**src/rtl/fcst_pkg.sv**
```systemverilog
// ----------------------------------------------------------------------------
// fcst_pkg: shared definitions for the floor and ceiling span texturer
// Texture geometry, address widths, opcodes and the command format that
// travels from the front end through the queue to the texel back end.
// ----------------------------------------------------------------------------
package fcst_pkg;

    // Texture geometry: two square textures of TEX_SIZE x TEX_SIZE texels.
    localparam int TEX_SIZE    = 64;
    localparam int TEX_COORD_W = $clog2(TEX_SIZE);
    localparam int TEX_ADDR_W  = 12;
    localparam int TEX_WORDS   = 1 << TEX_ADDR_W;
    localparam int TEX_PROD_W  = 16 + TEX_COORD_W;

    // Screen side widths.
    localparam int ADDR_W  = 24;
    localparam int CNT_W   = 13;
    localparam int ROW_W   = 12;
    localparam int POS_W   = 32;
    localparam int COLOR_W = 32;

    // Register reset values.
    localparam logic [CNT_W-1:0] WIDTH_RESET  = 13'd640;
    localparam logic [CNT_W-1:0] HEIGHT_RESET = 13'd480;

    // Configuration register byte addresses.
    localparam int PADDR_W = 3;
    localparam logic [PADDR_W-1:0] REG_WIDTH_ADDR  = 3'd0;
    localparam logic [PADDR_W-1:0] REG_HEIGHT_ADDR = 3'd4;

    // Command queue between front end and back end.
    localparam int QUEUE_DEPTH = 4;
    localparam int QPTR_W      = $clog2(QUEUE_DEPTH);
    localparam int QCNT_W      = $clog2(QUEUE_DEPTH + 1);

    // Input item opcodes; the fourth code is unused and ignored.
    typedef enum logic [1:0] {
        OP_WRITE_TEXEL = 2'd0,
        OP_START_ROW   = 2'd1,
        OP_NEXT_PIXEL  = 2'd2
    } t_opcode;

    // One queued command: a texel write or a pixel to be textured.
    typedef struct packed {
        logic                   is_pixel;
        logic                   tex_sel;
        logic [TEX_ADDR_W-1:0]  tex_index;
        logic [COLOR_W-1:0]     texel_value;
        logic [TEX_COORD_W-1:0] tex_x;
        logic [TEX_COORD_W-1:0] tex_y;
        logic [ADDR_W-1:0]      floor_addr;
        logic [ADDR_W-1:0]      ceil_addr;
    } t_cmd;

    // Texture coordinate from the floor-wise fraction of a Q16.16 position.
    function automatic logic [TEX_COORD_W-1:0] tex_coord(input logic [POS_W-1:0] pos);
        logic [TEX_PROD_W-1:0] prod;
        prod = TEX_PROD_W'(pos[15:0]) * TEX_PROD_W'(TEX_SIZE);
        return prod[TEX_PROD_W-1:16];
    endfunction

endpackage

```
**src/rtl/fcst_front.sv**
```systemverilog
// ----------------------------------------------------------------------------
// fcst_front: span front end
// Accepts input items, keeps the span state (position, steps, column and row
// bases) and turns texel writes and live pixels into queued commands.
// ----------------------------------------------------------------------------
module fcst_front (
    input  logic                              i_clk,
    input  logic                              i_rst_n,
    input  logic                              i_valid,
    output logic                              o_ready,
    input  logic [1:0]                        i_opcode,
    input  logic                              i_texture_select,
    input  logic [fcst_pkg::TEX_ADDR_W-1:0]   i_texel_index,
    input  logic [fcst_pkg::COLOR_W-1:0]      i_texel_value,
    input  logic [fcst_pkg::ROW_W-1:0]        i_row_index,
    input  logic signed [fcst_pkg::POS_W-1:0] i_start_x,
    input  logic signed [fcst_pkg::POS_W-1:0] i_start_y,
    input  logic signed [fcst_pkg::POS_W-1:0] i_delta_x,
    input  logic signed [fcst_pkg::POS_W-1:0] i_delta_y,
    input  logic [fcst_pkg::CNT_W-1:0]        i_screen_width,
    input  logic [fcst_pkg::CNT_W-1:0]        i_screen_height,
    input  logic                              i_queue_full,
    output logic                              o_push,
    output fcst_pkg::t_cmd                    o_cmd
);

    logic [fcst_pkg::POS_W-1:0]  r_pos_x, n_pos_x;
    logic [fcst_pkg::POS_W-1:0]  r_pos_y, n_pos_y;
    logic [fcst_pkg::POS_W-1:0]  r_inc_x, n_inc_x;
    logic [fcst_pkg::POS_W-1:0]  r_inc_y, n_inc_y;
    logic [fcst_pkg::CNT_W-1:0]  r_col, n_col;
    logic [fcst_pkg::ADDR_W-1:0] r_floor_base, n_floor_base;
    logic [fcst_pkg::ADDR_W-1:0] r_ceil_base, n_ceil_base;

    logic                        accept;
    logic                        pixel_live;
    logic [fcst_pkg::ADDR_W-1:0] width_ext;
    logic [fcst_pkg::ADDR_W-1:0] mirror_row;

    // The front end takes an item whenever the queue has room.
    assign o_ready    = !i_queue_full;
    assign accept     = i_valid && o_ready;
    assign pixel_live = r_col < i_screen_width;
    assign width_ext  = fcst_pkg::ADDR_W'(i_screen_width);
    assign mirror_row = fcst_pkg::ADDR_W'(i_screen_height) - fcst_pkg::ADDR_W'(i_row_index)
                        - fcst_pkg::ADDR_W'(1);

    // Command build and span state update.
    always_comb begin
        n_pos_x      = r_pos_x;
        n_pos_y      = r_pos_y;
        n_inc_x      = r_inc_x;
        n_inc_y      = r_inc_y;
        n_col        = r_col;
        n_floor_base = r_floor_base;
        n_ceil_base  = r_ceil_base;
        o_push       = 1'b0;

        o_cmd.is_pixel    = 1'b0;
        o_cmd.tex_sel     = i_texture_select;
        o_cmd.tex_index   = i_texel_index;
        o_cmd.texel_value = i_texel_value;
        o_cmd.tex_x       = fcst_pkg::tex_coord(r_pos_x);
        o_cmd.tex_y       = fcst_pkg::tex_coord(r_pos_y);
        o_cmd.floor_addr  = r_floor_base + fcst_pkg::ADDR_W'(r_col);
        o_cmd.ceil_addr   = r_ceil_base + fcst_pkg::ADDR_W'(r_col);

        if (accept) begin
            unique case (i_opcode)
                fcst_pkg::OP_WRITE_TEXEL: begin
                    o_push = 1'b1;
                end
                fcst_pkg::OP_START_ROW: begin
                    n_floor_base = fcst_pkg::ADDR_W'(i_row_index) * width_ext;
                    n_ceil_base  = mirror_row * width_ext;
                    n_pos_x      = i_start_x;
                    n_pos_y      = i_start_y;
                    n_inc_x      = i_delta_x;
                    n_inc_y      = i_delta_y;
                    n_col        = '0;
                end
                fcst_pkg::OP_NEXT_PIXEL: begin
                    if (pixel_live) begin
                        o_push         = 1'b1;
                        o_cmd.is_pixel = 1'b1;
                        n_pos_x        = r_pos_x + r_inc_x;
                        n_pos_y        = r_pos_y + r_inc_y;
                        n_col          = r_col + fcst_pkg::CNT_W'(1);
                    end
                end
                default: begin
                end
            endcase
        end
    end

    // Span state registers.
    always_ff @(posedge i_clk) begin
        if (!i_rst_n) begin
            r_pos_x      <= '0;
            r_pos_y      <= '0;
            r_inc_x      <= '0;
            r_inc_y      <= '0;
            r_col        <= fcst_pkg::WIDTH_RESET;
            r_floor_base <= '0;
            r_ceil_base  <= '0;
        end else begin
            r_pos_x      <= n_pos_x;
            r_pos_y      <= n_pos_y;
            r_inc_x      <= n_inc_x;
            r_inc_y      <= n_inc_y;
            r_col        <= n_col;
            r_floor_base <= n_floor_base;
            r_ceil_base  <= n_ceil_base;
        end
    end

endmodule

```
**config.mk**
```make
export PLATFORM = sky130hd
export DESIGN_NAME = fcst_front
export DESIGN_NICKNAME = d
export VERILOG_FILES = /design/src/rtl/fcst_pkg.sv /design/src/rtl/fcst_front.sv
export SDC_FILE = /design/constraint.sdc
export NUM_CORES = 1
export LEC_CHECK = 0
export BUFFER_PORTS_ARGS = -buffer_cell sky130_fd_sc_hd__buf_2
export CORE_ASPECT_RATIO = 1.75
export CORE_UTILIZATION = 45
export DETAILED_ROUTE_END_ITERATION = 10
export GPL_TIMING_DRIVEN = 0
export PLACE_DENSITY = 0.66
export SLEW_MARGIN = 20
export SYNTH_ARGS = -nofsm -noshare
export SYNTH_HDL_FRONTEND = slang
export SYNTH_SLANG_ARGS = --single-unit
```
**constraint.sdc**
```tcl
create_clock -name i_clk -period 9.55 [get_ports i_clk]
set_clock_uncertainty 0.1 [all_clocks]
set_input_delay 0.4775 -clock i_clk [delete_from_list [all_inputs] [get_ports i_clk]]
set_output_delay 0.4775 -clock i_clk [all_outputs]
set_load 0.05 [all_outputs]
```
==> reports/qor.txt <==
Worst Hold Class - input port to flop
worst slack, placed - -1.00 ns
chip width - 163 microns
CTS tree - done
critical path's largest stage delay - 0.56 ns
flop2flop setup slack - 5.70 ns
crit path time final - 9.19 ns
Synth Instances - 2493
most common cell in the netlist - nand2_1
# diodes - 0
most area-hungry cell type in the Yosys netlist - fa_1
register area - 2500 sq um
run status - finished, final reports clean
Die Footprint - 46500 sq um
maximum root-to-sink buffer count - 2
clk sinks - 125
routed wire length per instance - 19.6 microns
Area Overhead vs Synth - 12.4%
DRC viols - 0
critical path startpoint category - input port
row cnt - 103
Mapped Nets - 3185
Synth area leaders - fa_1, ha_1, dfxtp_1
Post-synth top flop - dfxtp_1
Slew HR - 38.0%
Port Buf Inserts - 211
Synth async-reset ratio - 0%
DR pass1 iterations - 6
CP Data Arrival Time - 9.46 ns
grt total ovfl - 0
placed insts - 3281
Synth cell types - 81
critical path class - input port to flop
Max Cap Viol - 0
Final setup violation count - 0
routed via count - 17.9k
number of flops mapped to enable cells by yosys - 0
via/cell ratio - 5.39
Peak Freq - 0.109 GHz
worst reg2reg path depth - 11
final estimated routing congestion in global placement - 0.963
setup TNS - 0 ns
Core Footprint - 45100 sq um
Worst-Margin Slew - 0.931 ns
Max Slew Vio Count - 0
starting density of the core - 45.5%
Routed WL - 65200 microns
GRT Util Overall - 29.0%
Crit. Startpoint - i_row_index[0]
Avg Cell Area, Syn - 8.23 sq um
warning count from the yosys run - 0
Hold Vio Cnt, Final - 0
Detail Route Antenna Nets - 0
worst r2r dst - r_pos_x[2]
Iteration-0 DRC Markers - 855
Post-synth top cells - nand2_1, inv_1, fa_1, ha_1, dfxtp_1
RR Startpoint - r_col[1]
mapped cell area - 20500 sq um
largest net degree at the start of global routing - 17
Seq/Total Area, Yosys - 12.2%
total CTS buffers - 17
global-route wire length before repair - 102000 microns
Seq cells post-synth - 125
Clk pin slew, worst setup/hold paths - 0.06 ns
Detail Placement HPWL - 55600 microns
fillers - 4416
critical path endpoint - r_ceil_base[23]
NumNets Final - 3420
element type at the critical path end - flop
clk_lat worst skew - 0.43 ns
Max FO, Critical Path - 5
# H-tree levels - 4
Die Y - 284 microns
non-filler cells, final - 3318
share of layout cells above drive strength 1 - 13.1%
root buf cell - clkbuf_16
critical path required time - 9.81 ns
area of the multi-input gates - 15800 sq um
worst setup margin - 0.359 ns
Critical Path Slowest Stage Cell - fa_1
# hold bufs at CTS - 0
number of top-level pins - 325
initial antenna violation count - 1
final period utilization - 96.2%
RSZ-0062 raised after global routing - no
number of global-route vias before repair - 19.1k
Yosys top cell area share - 26.5%
logic make-up (layout without fill, tap and decap cells):
logic type / count (synthesis) / after routing / share of synthesized area (%)
and+or+nand+nor: 784 / 784 / 17.4
buffers and inverters: 562 / 810 / 11.4
adders and majority gates: 475 / 475 / 38.9
AOI/OAI and AO/OA: 411 / 411 / 13.9
xor gates and xnor gates: 134 / 134 / 6.07
DFF: 125 / 125 / 12.2
muxes: 2 / 2 / 0.0976
flip-flops by register name, indices dropped and copies added, names as in the netlist:
| name | cells |
|---|---|
| r_pos_y | 16 |
| r_inc_x | 16 |
| r_pos_x | 16 |
| r_floor_base | 24 |
| r_inc_y | 16 |
| r_ceil_base | 24 |
| r_col | 13 |
layout by cell type, fill, tap and decap left out, types with 21 or more instances in the layout:
| cell | instances |
|---|---|
| inv_1 | 395 |
| buf_2 | 213 |
| dfxtp_1 | 125 |
| nor2_1 | 122 |
| and2_1 | 99 |
| ha_1 | 202 |
| xor2_1 | 36 |
| o211a_1 | 21 |
| a21o_1 | 34 |
| fa_1 | 270 |
| nand3_1 | 26 |
| nand2_1 | 407 |
| o21ai_0 | 89 |
| a21boi_0 | 67 |
| a21oi_1 | 76 |
| buf_4 | 64 |
| clkbuf_1 | 95 |
| xnor2_1 | 90 |
critical path, delay by kind of cell:
kind	cells	cell delay (ns)
AOI/OAI and AO/OA	12	2.80
xor gates and xnor gates	3	0.95
adders and majority gates	9	3.64
buffers and inverters	6	0.57
and+or+nand+nor	6	1.00
routing by layer:
| metal | vias up | routed length (microns) | GRT usage (%) |
|---|---|---|---|
| met2 | 617 | 34700 | 53.9 |
| met1 | 8694 | 22500 | 29.7 |
| met4 | 2 | 4750 | 19.1 |
| li1 | 8369 | - | - |
| met5 | - | 12 | 0 |
| met3 | 196 | 3190 | 3.63 |
repair_timing:
| item | CTS | global route |
|---|---|---|
| buffers inserted | 0 | 6 |
| setup endpoints to repair | 4 | 6 |
| pin swaps | 0 | 8 |
| resized for setup | 11 | 28 |
cell type report:
type,count,area share (%)
Buffer,163,3.74
Clock buffer,18,1.86
Clock inverter,14,0.737
Inverter,398,6.47
Multi-Input combinational cell,1806,68.4
Sequential cell,125,10.8
Tap cell,577,3.13
Timing Repair Buffer,217,4.77
worst min path at each step:
stage,cells after the start,slack [ns],startpoint,endpoint
6_report,3,0.19,i_delta_x[4],r_inc_x[4]
5_1_grt,3,0.19,i_delta_y[6],r_inc_y[6]
4_1_cts,3,0.17,i_delta_x[4],r_inc_x[4]
3_5_place_dp,2,0.36,r_ceil_base[12],r_ceil_base[12]
3_3_place_gp,2,0.36,r_inc_y[2],r_inc_y[2]
2_1_floorplan,2,0.33,r_ceil_base[12],r_ceil_base[12]
stage by stage:
stage               cell area, sq um  hold WS [ns]  utilization (%)
global route                   23100         0.191             51.2
detailed placement             22300         0.358             49.4
finish                         23100         0.186             51.2
global placement               22300         0.356             49.4
CTS                            22900         0.172             50.9
floorplan                      20500         0.329                -
Power is left out: the tool's default activity adds up to more than one toggle a clock period on the data nets, which glitch-free logic cannot reach.
