**config.mk**
```make
export PLATFORM = sky130hd
export DESIGN_NAME = fcst_queue
export DESIGN_NICKNAME = d
export VERILOG_FILES = /design/src/rtl/fcst_pkg.sv /design/src/rtl/fcst_queue.sv
export SDC_FILE = /design/constraint.sdc
export NUM_CORES = 1
export LEC_CHECK = 0
export ABC_AREA = 0
export BUFFER_PORTS_ARGS = -buffer_cell sky130_fd_sc_hd__buf_2
export CAP_MARGIN = 20
export CORE_MARGIN = 4
export CORE_UTILIZATION = 40
export CTS_BUF_LIST = sky130_fd_sc_hd__clkbuf_16
export CTS_CLUSTER_SIZE = 8
export DETAILED_ROUTE_END_ITERATION = 7
export PLACE_DENSITY = 0.62
export REMOVE_ABC_BUFFERS = 1
export SYNTH_ARGS = -nofsm -noshare
export SYNTH_HDL_FRONTEND = slang
export SYNTH_SLANG_ARGS = --single-unit
```
**constraint.sdc**
```tcl
create_clock -name i_clk -period 3.81 [get_ports i_clk]
set_clock_uncertainty 0.05 [all_clocks]
set_input_delay 0.5715 -clock i_clk [delete_from_list [all_inputs] [get_ports i_clk]]
set_output_delay 0.5715 -clock i_clk [all_outputs]
set_load 0.01 [all_outputs]
```
**src/rtl/fcst_pkg.sv**
```systemverilog
// ----------------------------------------------------------------------------
// fcst_pkg: shared definitions for the floor and ceiling span texturer
// Texture geometry, address widths, opcodes and the command format that
// travels from the front end through the queue to the texel back end.
// ----------------------------------------------------------------------------
package fcst_pkg;

    // Texture geometry: two square textures of TEX_SIZE x TEX_SIZE texels.
    localparam int TEX_SIZE    = 64;
    localparam int TEX_COORD_W = $clog2(TEX_SIZE);
    localparam int TEX_ADDR_W  = 12;
    localparam int TEX_WORDS   = 1 << TEX_ADDR_W;
    localparam int TEX_PROD_W  = 16 + TEX_COORD_W;

    // Screen side widths.
    localparam int ADDR_W  = 24;
    localparam int CNT_W   = 13;
    localparam int ROW_W   = 12;
    localparam int POS_W   = 32;
    localparam int COLOR_W = 32;

    // Register reset values.
    localparam logic [CNT_W-1:0] WIDTH_RESET  = 13'd640;
    localparam logic [CNT_W-1:0] HEIGHT_RESET = 13'd480;

    // Configuration register byte addresses.
    localparam int PADDR_W = 3;
    localparam logic [PADDR_W-1:0] REG_WIDTH_ADDR  = 3'd0;
    localparam logic [PADDR_W-1:0] REG_HEIGHT_ADDR = 3'd4;

    // Command queue between front end and back end.
    localparam int QUEUE_DEPTH = 4;
    localparam int QPTR_W      = $clog2(QUEUE_DEPTH);
    localparam int QCNT_W      = $clog2(QUEUE_DEPTH + 1);

    // Input item opcodes; the fourth code is unused and ignored.
    typedef enum logic [1:0] {
        OP_WRITE_TEXEL = 2'd0,
        OP_START_ROW   = 2'd1,
        OP_NEXT_PIXEL  = 2'd2
    } t_opcode;

    // One queued command: a texel write or a pixel to be textured.
    typedef struct packed {
        logic                   is_pixel;
        logic                   tex_sel;
        logic [TEX_ADDR_W-1:0]  tex_index;
        logic [COLOR_W-1:0]     texel_value;
        logic [TEX_COORD_W-1:0] tex_x;
        logic [TEX_COORD_W-1:0] tex_y;
        logic [ADDR_W-1:0]      floor_addr;
        logic [ADDR_W-1:0]      ceil_addr;
    } t_cmd;

    // Texture coordinate from the floor-wise fraction of a Q16.16 position.
    function automatic logic [TEX_COORD_W-1:0] tex_coord(input logic [POS_W-1:0] pos);
        logic [TEX_PROD_W-1:0] prod;
        prod = TEX_PROD_W'(pos[15:0]) * TEX_PROD_W'(TEX_SIZE);
        return prod[TEX_PROD_W-1:16];
    endfunction

endpackage

```
**src/rtl/fcst_queue.sv**
```systemverilog
// ----------------------------------------------------------------------------
// fcst_queue: command queue
// A short first-in first-out queue of commands that lets the front end run
// ahead of the texel back end.
// ----------------------------------------------------------------------------
module fcst_queue (
    input  logic           i_clk,
    input  logic           i_rst_n,
    input  logic           i_push,
    input  fcst_pkg::t_cmd i_cmd,
    output logic           o_full,
    output logic           o_head_valid,
    output fcst_pkg::t_cmd o_head,
    input  logic           i_pop
);

    fcst_pkg::t_cmd r_slots [fcst_pkg::QUEUE_DEPTH];

    logic [fcst_pkg::QPTR_W-1:0] r_wr_ptr, n_wr_ptr;
    logic [fcst_pkg::QPTR_W-1:0] r_rd_ptr, n_rd_ptr;
    logic [fcst_pkg::QCNT_W-1:0] r_count, n_count;

    assign o_full       = r_count == fcst_pkg::QCNT_W'(fcst_pkg::QUEUE_DEPTH);
    assign o_head_valid = r_count != '0;
    assign o_head       = r_slots[r_rd_ptr];

    // Pointer and fill count update.
    always_comb begin
        n_wr_ptr = r_wr_ptr;
        n_rd_ptr = r_rd_ptr;
        n_count  = r_count;
        if (i_push) begin
            n_wr_ptr = (r_wr_ptr == fcst_pkg::QPTR_W'(fcst_pkg::QUEUE_DEPTH - 1)) ?
                       '0 : r_wr_ptr + fcst_pkg::QPTR_W'(1);
        end
        if (i_pop) begin
            n_rd_ptr = (r_rd_ptr == fcst_pkg::QPTR_W'(fcst_pkg::QUEUE_DEPTH - 1)) ?
                       '0 : r_rd_ptr + fcst_pkg::QPTR_W'(1);
        end
        if (i_push && !i_pop) begin
            n_count = r_count + fcst_pkg::QCNT_W'(1);
        end else if (i_pop && !i_push) begin
            n_count = r_count - fcst_pkg::QCNT_W'(1);
        end
    end

    always_ff @(posedge i_clk) begin
        if (!i_rst_n) begin
            r_wr_ptr <= '0;
            r_rd_ptr <= '0;
            r_count  <= '0;
        end else begin
            r_wr_ptr <= n_wr_ptr;
            r_rd_ptr <= n_rd_ptr;
            r_count  <= n_count;
        end
    end

    // Slot storage needs no reset.
    always_ff @(posedge i_clk) begin
        if (i_push) begin
            r_slots[r_wr_ptr] <= i_cmd;
        end
    end

    // A push lands on a full queue only together with a pop, and a pop never on an empty one.
    a_no_overflow: assert property (@(posedge i_clk) disable iff (!i_rst_n)
        i_push |-> (!o_full || i_pop))
        else $error("command pushed into a full queue");

    a_no_underflow: assert property (@(posedge i_clk) disable iff (!i_rst_n)
        i_pop |-> o_head_valid)
        else $error("command popped from an empty queue");

endmodule

```
==> flow_metrics.py, run 1 <==
metrics = {
    "status": {
        "outcome": "finished clean",
    },
    "placed_design": {
        "placed_cell_area_um2": 17500,
        "portBuffers": 217,
        "dp_hpwl_mm": 18.1,
        "place_congestion": 0.688,
    },
    "sta": {
        "min_period_over_period": 0.807,
        "period_needed_ns": 3.07,
        "tightest_slew_ns": 0.632,
        "rsz0062_at_grt": "false",
        "drv_slew": 0,
        "final-setup-viol-count": 0,
        "hold_viol": 0,
        "max_freq_ghz": 0.325,
        "slew_headroom": 0.579,
    },
    "final_layout": {
        "drive_above_1_share": 0.457,
        "finalNetCount": 987,
        "fin_area_um2": 19200,
        "layout.filler_cells": 3104,
        "area_growth_pct": 21.9,
        "ff_latch_area_um2": 12900,
        "multi_input_area_um2": 2660,
    },
    "logic_synthesis": {
        "synth_common_cells": "424 x edfxtp_1, 106 x mux4_2, 12 x buf_2",
        "ys_seq_elements": 433,
        "synth_cell_type_count": 22,
        "yosysWarnings": 0,
        "netlist.area_leader.share": 0.809,
        "synth_area_leaders": "edfxtp_1 81%, mux4_2 15%, dfxtp_1 1.1%",
        "ys.flop_type": "edfxtp_1",
        "ys_seq_area_frac": 0.820,
        "synth_edf_count": 424,
        "synth_area_um2": 15700,
        "syn_area_per_cell_um2": 26.3,
        "async_flop_share": 0,
        "yosysMostFrequentCell": "edfxtp_1",
        "syn_inst": 598,
        "yosysTopAreaCell": "edfxtp_1",
    },
    "clocking": {
        "cts.clk_slew.worst_paths_ns": 0.05,
        "cts.root.buffer_cell": "clkbuf_16",
        "cts_sinks": 433,
        "clock_path_buffers": 3,
        "insertion_delay_ns": 0.58,
        "ctsHoldBuffers": 0,
        "cts_max_level": 2,
        "numCtsBuffers": 60,
        "cts_resized": 0,
        "tritoncts": "yes",
        "postCtsSetupRepairBufs": 0,
    },
    "route": {
        "dr.first_iter.drc_count": 402,
        "drcViolationCount": 0,
        "dr.pass1.iters": 5,
        "vias_per_cell": 5.03,
        "via_count": 7134,
        "drt_wl_total_mm": 30.2,
        "drt-wirelength-per-cell_um": 21.3,
        "ant_nets": 0,
    },
    "global_routing": {
        "grtUsageTotal": 0.144,
        "gr-total-overflow": 0,
        "grt_pass1_wl_mm": 46.1,
        "antenna_found_initial": 6,
        "first_global_vias": 7845,
        "grt_max_degree": 63,
    },
    "floorplanning": {
        "start_util": 0.406,
        "ios": 218,
        "design.core.area_um2": 38800,
        "rows": 72,
        "die_x_um": 206,
        "dieArea_um2": 42600,
        "die_y_um": 206,
    },
    "setup_path": {
        "cp_top_family": "flip-flops",
        "cp.required_ns": 3.19,
        "cp.buffers_inverters": 2,
        "end_kind": "output port",
        "reg2reg_slack_ns": 1.85,
        "start_kind": "flip-flop",
        "cp_slowest_stage_delay_ns": 0.75,
        "worst_ep_arrival_time_ns": 2.45,
        "crit_slowest_cell": "dfxtp_4",
        "critPathMaxFanout": 27,
        "critPathKind": "flip-flop to output port",
        "path_cells": "buf_4 > mux4_2 > buf_2",
    },
    "power_and_ir_drop": {
        "totalPowerFinal_w": 0.0110,
        "ir_drop_mv": 0.508,
        "powerDensity_nw_per_um2": 573,
        "p_leak_nw": 6.56,
    },
    "flow_run": {
        "max_cap_violations": 0,
    },
    "worst_hold_path": {
        "holdCritPathClass": "input pin to flip-flop",
    },
}
-- flip-flops by register name (all words and copies together), names as in the netlist, named ones only --
name      flops
r_count       3
r_rd_ptr      2
r_slots     424
r_wr_ptr      2
-- stage by stage --
step	setup TNS [ns]	setup WS [ns]	instances	util	hold WS, ns
after global placement	0	1.25	1326	0.452	0.443
after floorplan	-202.12	-1.91	574	-	0.417
after global routing	0	0.530	1416	0.494	0.116
after CTS	0	0.587	1416	0.494	0.0966
after detailed placement	0	1.25	1326	0.452	0.444
final	0	0.735	1417	0.494	0.144
-- worst paths after layout --
| kind | to | startpoint | cells after the start |
|---|---|---|---|
| worst max-delay path | o_head[101] | flip-flop | 3 |
| worst min-delay path | r_slots[2][8]$_DFFE_PP_ | i_cmd[8] | 1 |
| worst max register to register | r_slots[3][38]$_DFFE_PP_ | r_wr_ptr[0]$_SDFFE_PN0P_ | 3 |
| worst min register to register | r_count[2]$_SDFFE_PN0P_ | r_count[2]$_SDFFE_PN0P_ | 2 |
-- area by class of cell --
type	count	area share
tap	518	0.0338
sequential	433	0.673
clock buffer	61	0.0795
inverter	4	0.000782
timing repair buffer	234	0.0678
antenna	1	0.000130
clock inverter	29	0.00645
multi-input combinational	137	0.139
-- kinds of logic (layout without fill, tap and decap cells) --
group,Yosys count,after routing,share of synthesized area
mux,110,110,0.154
xor+xnor,2,2,0.00111
simple gates,15,15,0.00580
buf+inv,28,328,0.0117
compound gates,3,3,0.00127
flops,433,433,0.820
fa+ha+maj,7,7,0.00604
other cells,0,1,0
-- power breakdown --
part / total, W / switching, W / internal [W]
registers: 0.00554 / 0.0000741 / 0.00547
clock network: 0.00459 / 0.00178 / 0.00281
logic: 0.000862 / 0.000460 / 0.000402
-- layout by cell type (no fill, tap or decap) --
master     instances
nor3b_1            1
mux4_2           106
xnor2_1            1
diode_2            1
dfxtp_1            7
o21a_1             1
inv_1             30
dfxtp_4            2
and2_1             1
inv_6              2
clkbuf_16         61
and2_4             4
buf_2            217
xor2_1             1
o21ai_0            1
or3_1              2
mux2i_1            4
clkinv_4           1
fa_1               1
edfxtp_1         424
nor3_1             1
nor2b_1            5
ha_1               6
buf_12             7
a21boi_0           1
nor2_1             1
buf_4             10
-- metal layers --
layer,track usage,part of all wire,wire length [um]
met2,0.226,0.50,15000
met1,0.191,0.40,12200
met4,0.0523,0.019,584
met3,0.0463,0.077,2330
met5,0,0.0021,64
-- worst reg2reg max path: cells and delay by family, from the launching register on --
| kind | cells | cell delay (ns) |
|---|---|---|
| AND/OR/NAND/NOR | 1 | 0.52 |
| flip-flops | 1 | 0.39 |
| adder cells (fa/ha/maj) | 1 | 0.19 |
| buffers and inverters | 1 | 0.39 |
Power figures use the tool's default switching activity.
==> run 2: changes to the inputs <==
==> constraint.sdc (replaced) <==
create_clock -name i_clk -period 3 [get_ports i_clk]
set_clock_uncertainty 0.05 [all_clocks]
set_input_delay 0.45 -clock i_clk [delete_from_list [all_inputs] [get_ports i_clk]]
set_output_delay 0.45 -clock i_clk [all_outputs]
set_load 0.01 [all_outputs]
==> run 2 against run 1 <==
  * Total power grew 28%
  * Register-to-register slack got worse by 0.72 ns
  * Worst setup slack got worse by 0.51 ns
  * Critical path depth is the same
==> flow_metrics.py, run 2 (synthesis results as in run 1) <==
metrics = {
    "status": {
        "outcome": "finished clean",
    },
    "floorplanning": {
        "ios": 218,
        "dieArea_um2": 42600,
        "rows": 72,
        "die_x_um": 206,
        "start_util": 0.406,
        "design.core.area_um2": 38800,
        "die_y_um": 206,
    },
    "placed_design": {
        "portBuffers": 217,
        "dp_hpwl_mm": 18.5,
        "place_congestion": 0.693,
        "dp.cells": 1329,
    },
    "setup_path": {
        "end_kind": "output port",
        "reg2reg_slack_ns": 1.13,
        "start_kind": "flip-flop",
        "worst_ep_arrival_time_ns": 2.28,
        "critPathKind": "flip-flop to output port",
        "critPathMaxFanout": 21,
        "path_cells": "buf_4 > mux4_2 > buf_2",
        "crit_slowest_cell": "dfxtp_4",
        "cp.required_ns": 2.50,
        "cp_slowest_stage_delay_ns": 0.65,
    },
    "final_layout": {
        "final_common_cell": "edfxtp_1",
        "biggestRegsByFlops": "r_slots (424), r_count (3)",
        "multi_input_area_um2": 2660,
        "drive_above_1_share": 0.430,
        "finalNetCount": 1062,
        "final_cell_mix": "424 x edfxtp_1, 217 x buf_2, 106 x mux4_2",
        "ff_latch_area_um2": 12900,
        "area_growth_pct": 27.0,
        "final_cells": 1479,
        "layout.filler_cells": 3049,
        "regMostFlops": "r_slots",
        "largest_register_ffs": 424,
    },
    "global_routing": {
        "grt_pass1_wl_mm": 46.8,
        "first_global_vias": 8016,
        "antenna_found_initial": 2,
        "gr-total-overflow": 0,
        "grt_max_degree": 51,
        "grtUsageTotal": 0.145,
    },
    "route": {
        "ant_nets": 0,
        "dr.first_iter.drc_count": 400,
        "via_count": 7432,
        "vias_per_cell": 5.03,
        "drt_wl_total_mm": 30.7,
        "dr.pass1.iters": 4,
        "drcViolationCount": 0,
        "drt-wirelength-per-cell_um": 20.7,
    },
    "clocking": {
        "cts_max_level": 2,
        "cts.clk_slew.worst_paths_ns": 0.05,
        "cts_sinks": 433,
        "tritoncts": "yes",
        "cts.root.buffer_cell": "clkbuf_16",
        "clock_path_buffers": 3,
        "insertion_delay_ns": 0.58,
        "numCtsBuffers": 60,
    },
    "sta": {
        "setup_tns_ns": 0,
        "min_period_over_period": 0.926,
        "max_freq_ghz": 0.360,
        "hold_viol": 0,
        "slew_headroom": 0.580,
        "tightest_slew_ns": 0.630,
        "rsz0062_at_grt": "false",
        "period_needed_ns": 2.78,
        "drv_slew": 0,
        "final-setup-viol-count": 0,
    },
    "flow_run": {
        "max_cap_violations": 0,
    },
    "power_and_ir_drop": {
        "powerDensity_nw_per_um2": 704,
        "p_leak_nw": 6.84,
        "ir_drop_mv": 0.461,
    },
    "worst_hold_path": {
        "holdCritPathClass": "input pin to flip-flop",
    },
}
## run 2: cell types whose count changed in the layout (fill, tap and decap cells not counted), sizes merged
cell         delta
clkbuf          +1
clkinv          +1
inv            -15
buf             +3
dlygate4sd3    +72
## run 2: power by group
part	internal, W	switching (W)
Clock	0.00359	0.00223
Combinational	0.000588	0.000618
Sequential	0.00695	0.0000845
Total	0.0111	0.00294
## run 2: path summary, 6_finish.rpt
kind / from / endpoint / depth (start not counted)
hold / removal: i_cmd[17] / r_slots[2][17]$_DFFE_PP_ / 1
setup / recovery: flip-flop / o_head[45] / 3
setup reg to reg: r_wr_ptr[0]$_SDFFE_PN0P_ / r_slots[1][87]$_DFFE_PP_ / 3
hold reg to reg: r_count[2]$_SDFFE_PN0P_ / r_count[2]$_SDFFE_PN0P_ / 2
## run 2: through the flow
stage	setup WS [ns]	hold WS (ns)	cell area [um2]	util	power, W
floorplan	-2.60	0.417	15600	-	0.00780
global placement	0.752	0.444	17600	0.454	0.00828
detailed placement	0.742	0.464	17600	0.454	0.00830
CTS	0.0918	0.000213	20000	0.515	0.0143
global route	0.0247	0.0121	20000	0.515	0.0146
finish	0.222	0.0437	20000	0.515	0.0141
## run 2: final cells by class
class                   instances  share of cell area
repair buffers                309               0.106
multi-input cells             137               0.133
clock inverters                15             0.00369
flip-flops and latches        433               0.646
well taps                     518              0.0324
clock buffers                  62              0.0776
inverters                       4            0.000751
diodes                          1            0.000125
## run 2: what timing repair did
| action | in CTS | in global routing |
|---|---|---|
| buffers inserted | 0 | 0 |
| hold buffers | 72 | 0 |
| gates resized for setup | 0 | 0 |
| endpoints found under the hold margin | 279 | 0 |
## run 2: critical path, delay by kind of cell, from the launching register on
| kind | cells | cell delay [ns] |
|---|---|---|
| multiplexers | 1 | 0.55 |
| buffers and inverters | 2 | 0.49 |
| flip-flops | 1 | 0.65 |
## run 2: metal layers
| metal | share of wire | vias up | wire length (um) | global-route usage |
|---|---|---|---|---|
| met4 | 0.016 | 2 | 502 | 0.0428 |
| met2 | 0.49 | 236 | 15100 | 0.229 |
| met5 | 0.00042 | - | 13 | 0 |
| met3 | 0.066 | 41 | 2010 | 0.0439 |
| met1 | 0.43 | 3886 | 13100 | 0.195 |
| li1 | - | 3267 | - | - |
==> run 3: changes to the inputs <==
--- a/config.mk
+++ b/config.mk
@@ -14,7 +14,7 @@
 export CTS_CLUSTER_SIZE = 8
 export DETAILED_ROUTE_END_ITERATION = 7
 export PLACE_DENSITY = 0.62
-export REMOVE_ABC_BUFFERS = 1
+export SKIP_CTS_REPAIR_TIMING = 1
 export SYNTH_ARGS = -nofsm -noshare
 export SYNTH_HDL_FRONTEND = slang
 export SYNTH_SLANG_ARGS = --single-unit
==> run 3 against run 2 <==
  * Core utilization fell by 2.0 points
  * Die area did not move
  * Combinational power fell by 7%
  * Hold slack got worse by 0.026 ns
  * Clock power fell by 0.7%
  * Critical path type unchanged
  * Highest routed layer unchanged
==> flow_metrics.py, run 3 (synthesis results as in run 1) <==
metrics = {
    "floorplanning": {
        "rows": 72,
        "dieArea_um2": 42600,
        "die_x_um": 206,
        "start_util": 0.406,
        "die_y_um": 206,
        "design.core.area_um2": 38800,
        "ios": 218,
    },
    "setup_path": {
        "start_kind": "flip-flop",
        "cp.required_ns": 2.50,
        "rr_worst_depth": 3,
        "reg2reg_slack_ns": 1.12,
        "worst_ep_arrival_time_ns": 2.25,
        "critPathMaxFanout": 23,
        "crit_slowest_cell": "mux4_2",
        "r2r-start": "r_wr_ptr[0]$_SDFFE_PN0P_",
        "r2r_end": "r_slots[1][7]$_DFFE_PP_",
        "cp_slowest_stage_delay_ns": 0.59,
        "end_kind": "output port",
        "path_cells": "buf_4 > mux4_2 > buf_2",
        "critPathKind": "flip-flop to output port",
    },
    "route": {
        "drcViolationCount": 0,
        "ant_nets": 0,
        "drt-wirelength-per-cell_um": 21.6,
        "drt_wl_total_mm": 30.4,
        "dr.pass1.iters": 4,
        "dr.first_iter.drc_count": 357,
        "vias_per_cell": 5.04,
        "via_count": 7104,
    },
    "sta": {
        "final-setup-viol-count": 0,
        "drv_slew": 0,
        "tightest_slew_ns": 0.629,
        "rsz0062_at_grt": "false",
        "hold_slack_ns": 0.0180,
        "max_freq_ghz": 0.364,
        "min_period_over_period": 0.916,
        "slew_headroom": 0.581,
        "hold_viol": 0,
        "period_needed_ns": 2.75,
        "setup_tns_ns": 0,
        "fin_ws_ns": 0.251,
    },
    "global_routing": {
        "first_global_vias": 7697,
        "antenna_found_initial": 5,
        "gr-total-overflow": 0,
        "grt_pass1_wl_mm": 45.7,
        "grtUsageTotal": 0.142,
        "grt_max_degree": 56,
    },
    "final_layout": {
        "biggestRegsByFlops": "r_slots (424), r_count (3)",
        "largest_register_ffs": 424,
        "final_cell_mix": "424 x edfxtp_1, 217 x buf_2, 106 x mux4_2",
        "regMostFlops": "r_slots",
        "area_growth_pct": 21.9,
        "final_common_cell": "edfxtp_1",
        "drive_above_1_share": 0.461,
        "finalNetCount": 989,
        "fin_area_um2": 19200,
    },
    "power_and_ir_drop": {
        "p_leak_nw": 6.51,
        "totalPowerFinal_w": 0.0139,
        "ir_drop_mv": 0.622,
        "powerDensity_nw_per_um2": 726,
    },
    "clocking": {
        "cts_sinks": 433,
        "cts.clk_slew.worst_paths_ns": 0.05,
        "cts.root.buffer_cell": "clkbuf_16",
        "insertion_delay_ns": 0.58,
        "tritoncts": "yes",
        "clock_path_buffers": 3,
        "numCtsBuffers": 60,
        "cts_max_level": 2,
    },
    "worst_hold_path": {
        "worstHoldStart": "i_cmd[35]",
        "whs_endpoint": "r_slots[3][35]$_DFFE_PP_",
        "whs_path_depth": 1,
        "holdCritPathClass": "input pin to flip-flop",
    },
    "logic_synthesis": {
        "syn_nets": 715,
    },
    "placed_design": {
        "placed_cell_area_um2": 17600,
        "post-place-ws_ns": 0.800,
        "portBuffers": 217,
        "dp_hpwl_mm": 18.4,
        "place_congestion": 0.694,
    },
    "flow_run": {
        "max_cap_violations": 0,
    },
    "status": {
        "outcome": "finished clean",
    },
}
## run 3: cell types whose count changed in the layout (fill, tap and decap cells not counted), sizes merged
cell and change:
dlygate4sd3 -70, inv +4, buf -3, clkinv -2
clkbuf -1, clkinvlp +1, diode +1
## run 3: worst max-delay path: cells and delay by family, from the launching register on
family | cells | cell delay [ns]
mux | 1 | 0.59
flops | 1 | 0.44
buf+inv | 2 | 0.61
## run 3: stage by stage
| stage | instances | utilization |
|---|---|---|
| floorplan | 598 | - |
| global placement | 1326 | 0.453 |
| detailed placement | 1326 | 0.453 |
| CTS | 1405 | 0.494 |
| global route | 1407 | 0.494 |
| finish | 1409 | 0.495 |
## run 3: how the worst max path moves through the flow
stage                             start                       to  slack, ns  cells after the start
2_1_floorplan  r_wr_ptr[0]$_SDFFE_PN0P_  r_slots[3][0]$_DFFE_PP_       0.65                      2
4_1_cts                       flip-flop               o_head[24]       0.15                      3
3_5_place_dp                  flip-flop               o_head[24]       0.80                      3
3_3_place_gp                  flip-flop               o_head[25]       0.80                      3
6_report                      flip-flop               o_head[41]       0.25                      3
5_1_grt                       flip-flop               o_head[24]       0.09                      3
## run 3: layout make-up
cell class,count,area (um2)
well taps,518,648
fillers,3138,19600
flip-flops and latches,433,12900
repair buffers,236,1350
clock inverters,18,81.3
inverters,4,15.0
multi-input cells,137,2660
clock buffers,61,1530
diodes,2,5.00
## run 3: metal layers
layer | track usage | wire [um] | vias up
li1 | - | - | 3115
met1 | 0.185 | 12800 | 3729
met2 | 0.229 | 14700 | 192
met3 | 0.0450 | 2160 | 60
met4 | 0.0490 | 699 | 8
met5 | 0 | 51 | -
## run 3: where the power goes
group | switching [W] | internal [W]
logic | 0.000607 | 0.000515
clock network | 0.00225 | 0.00355
registers | 0.0000753 | 0.00695
total | 0.00293 | 0.0110
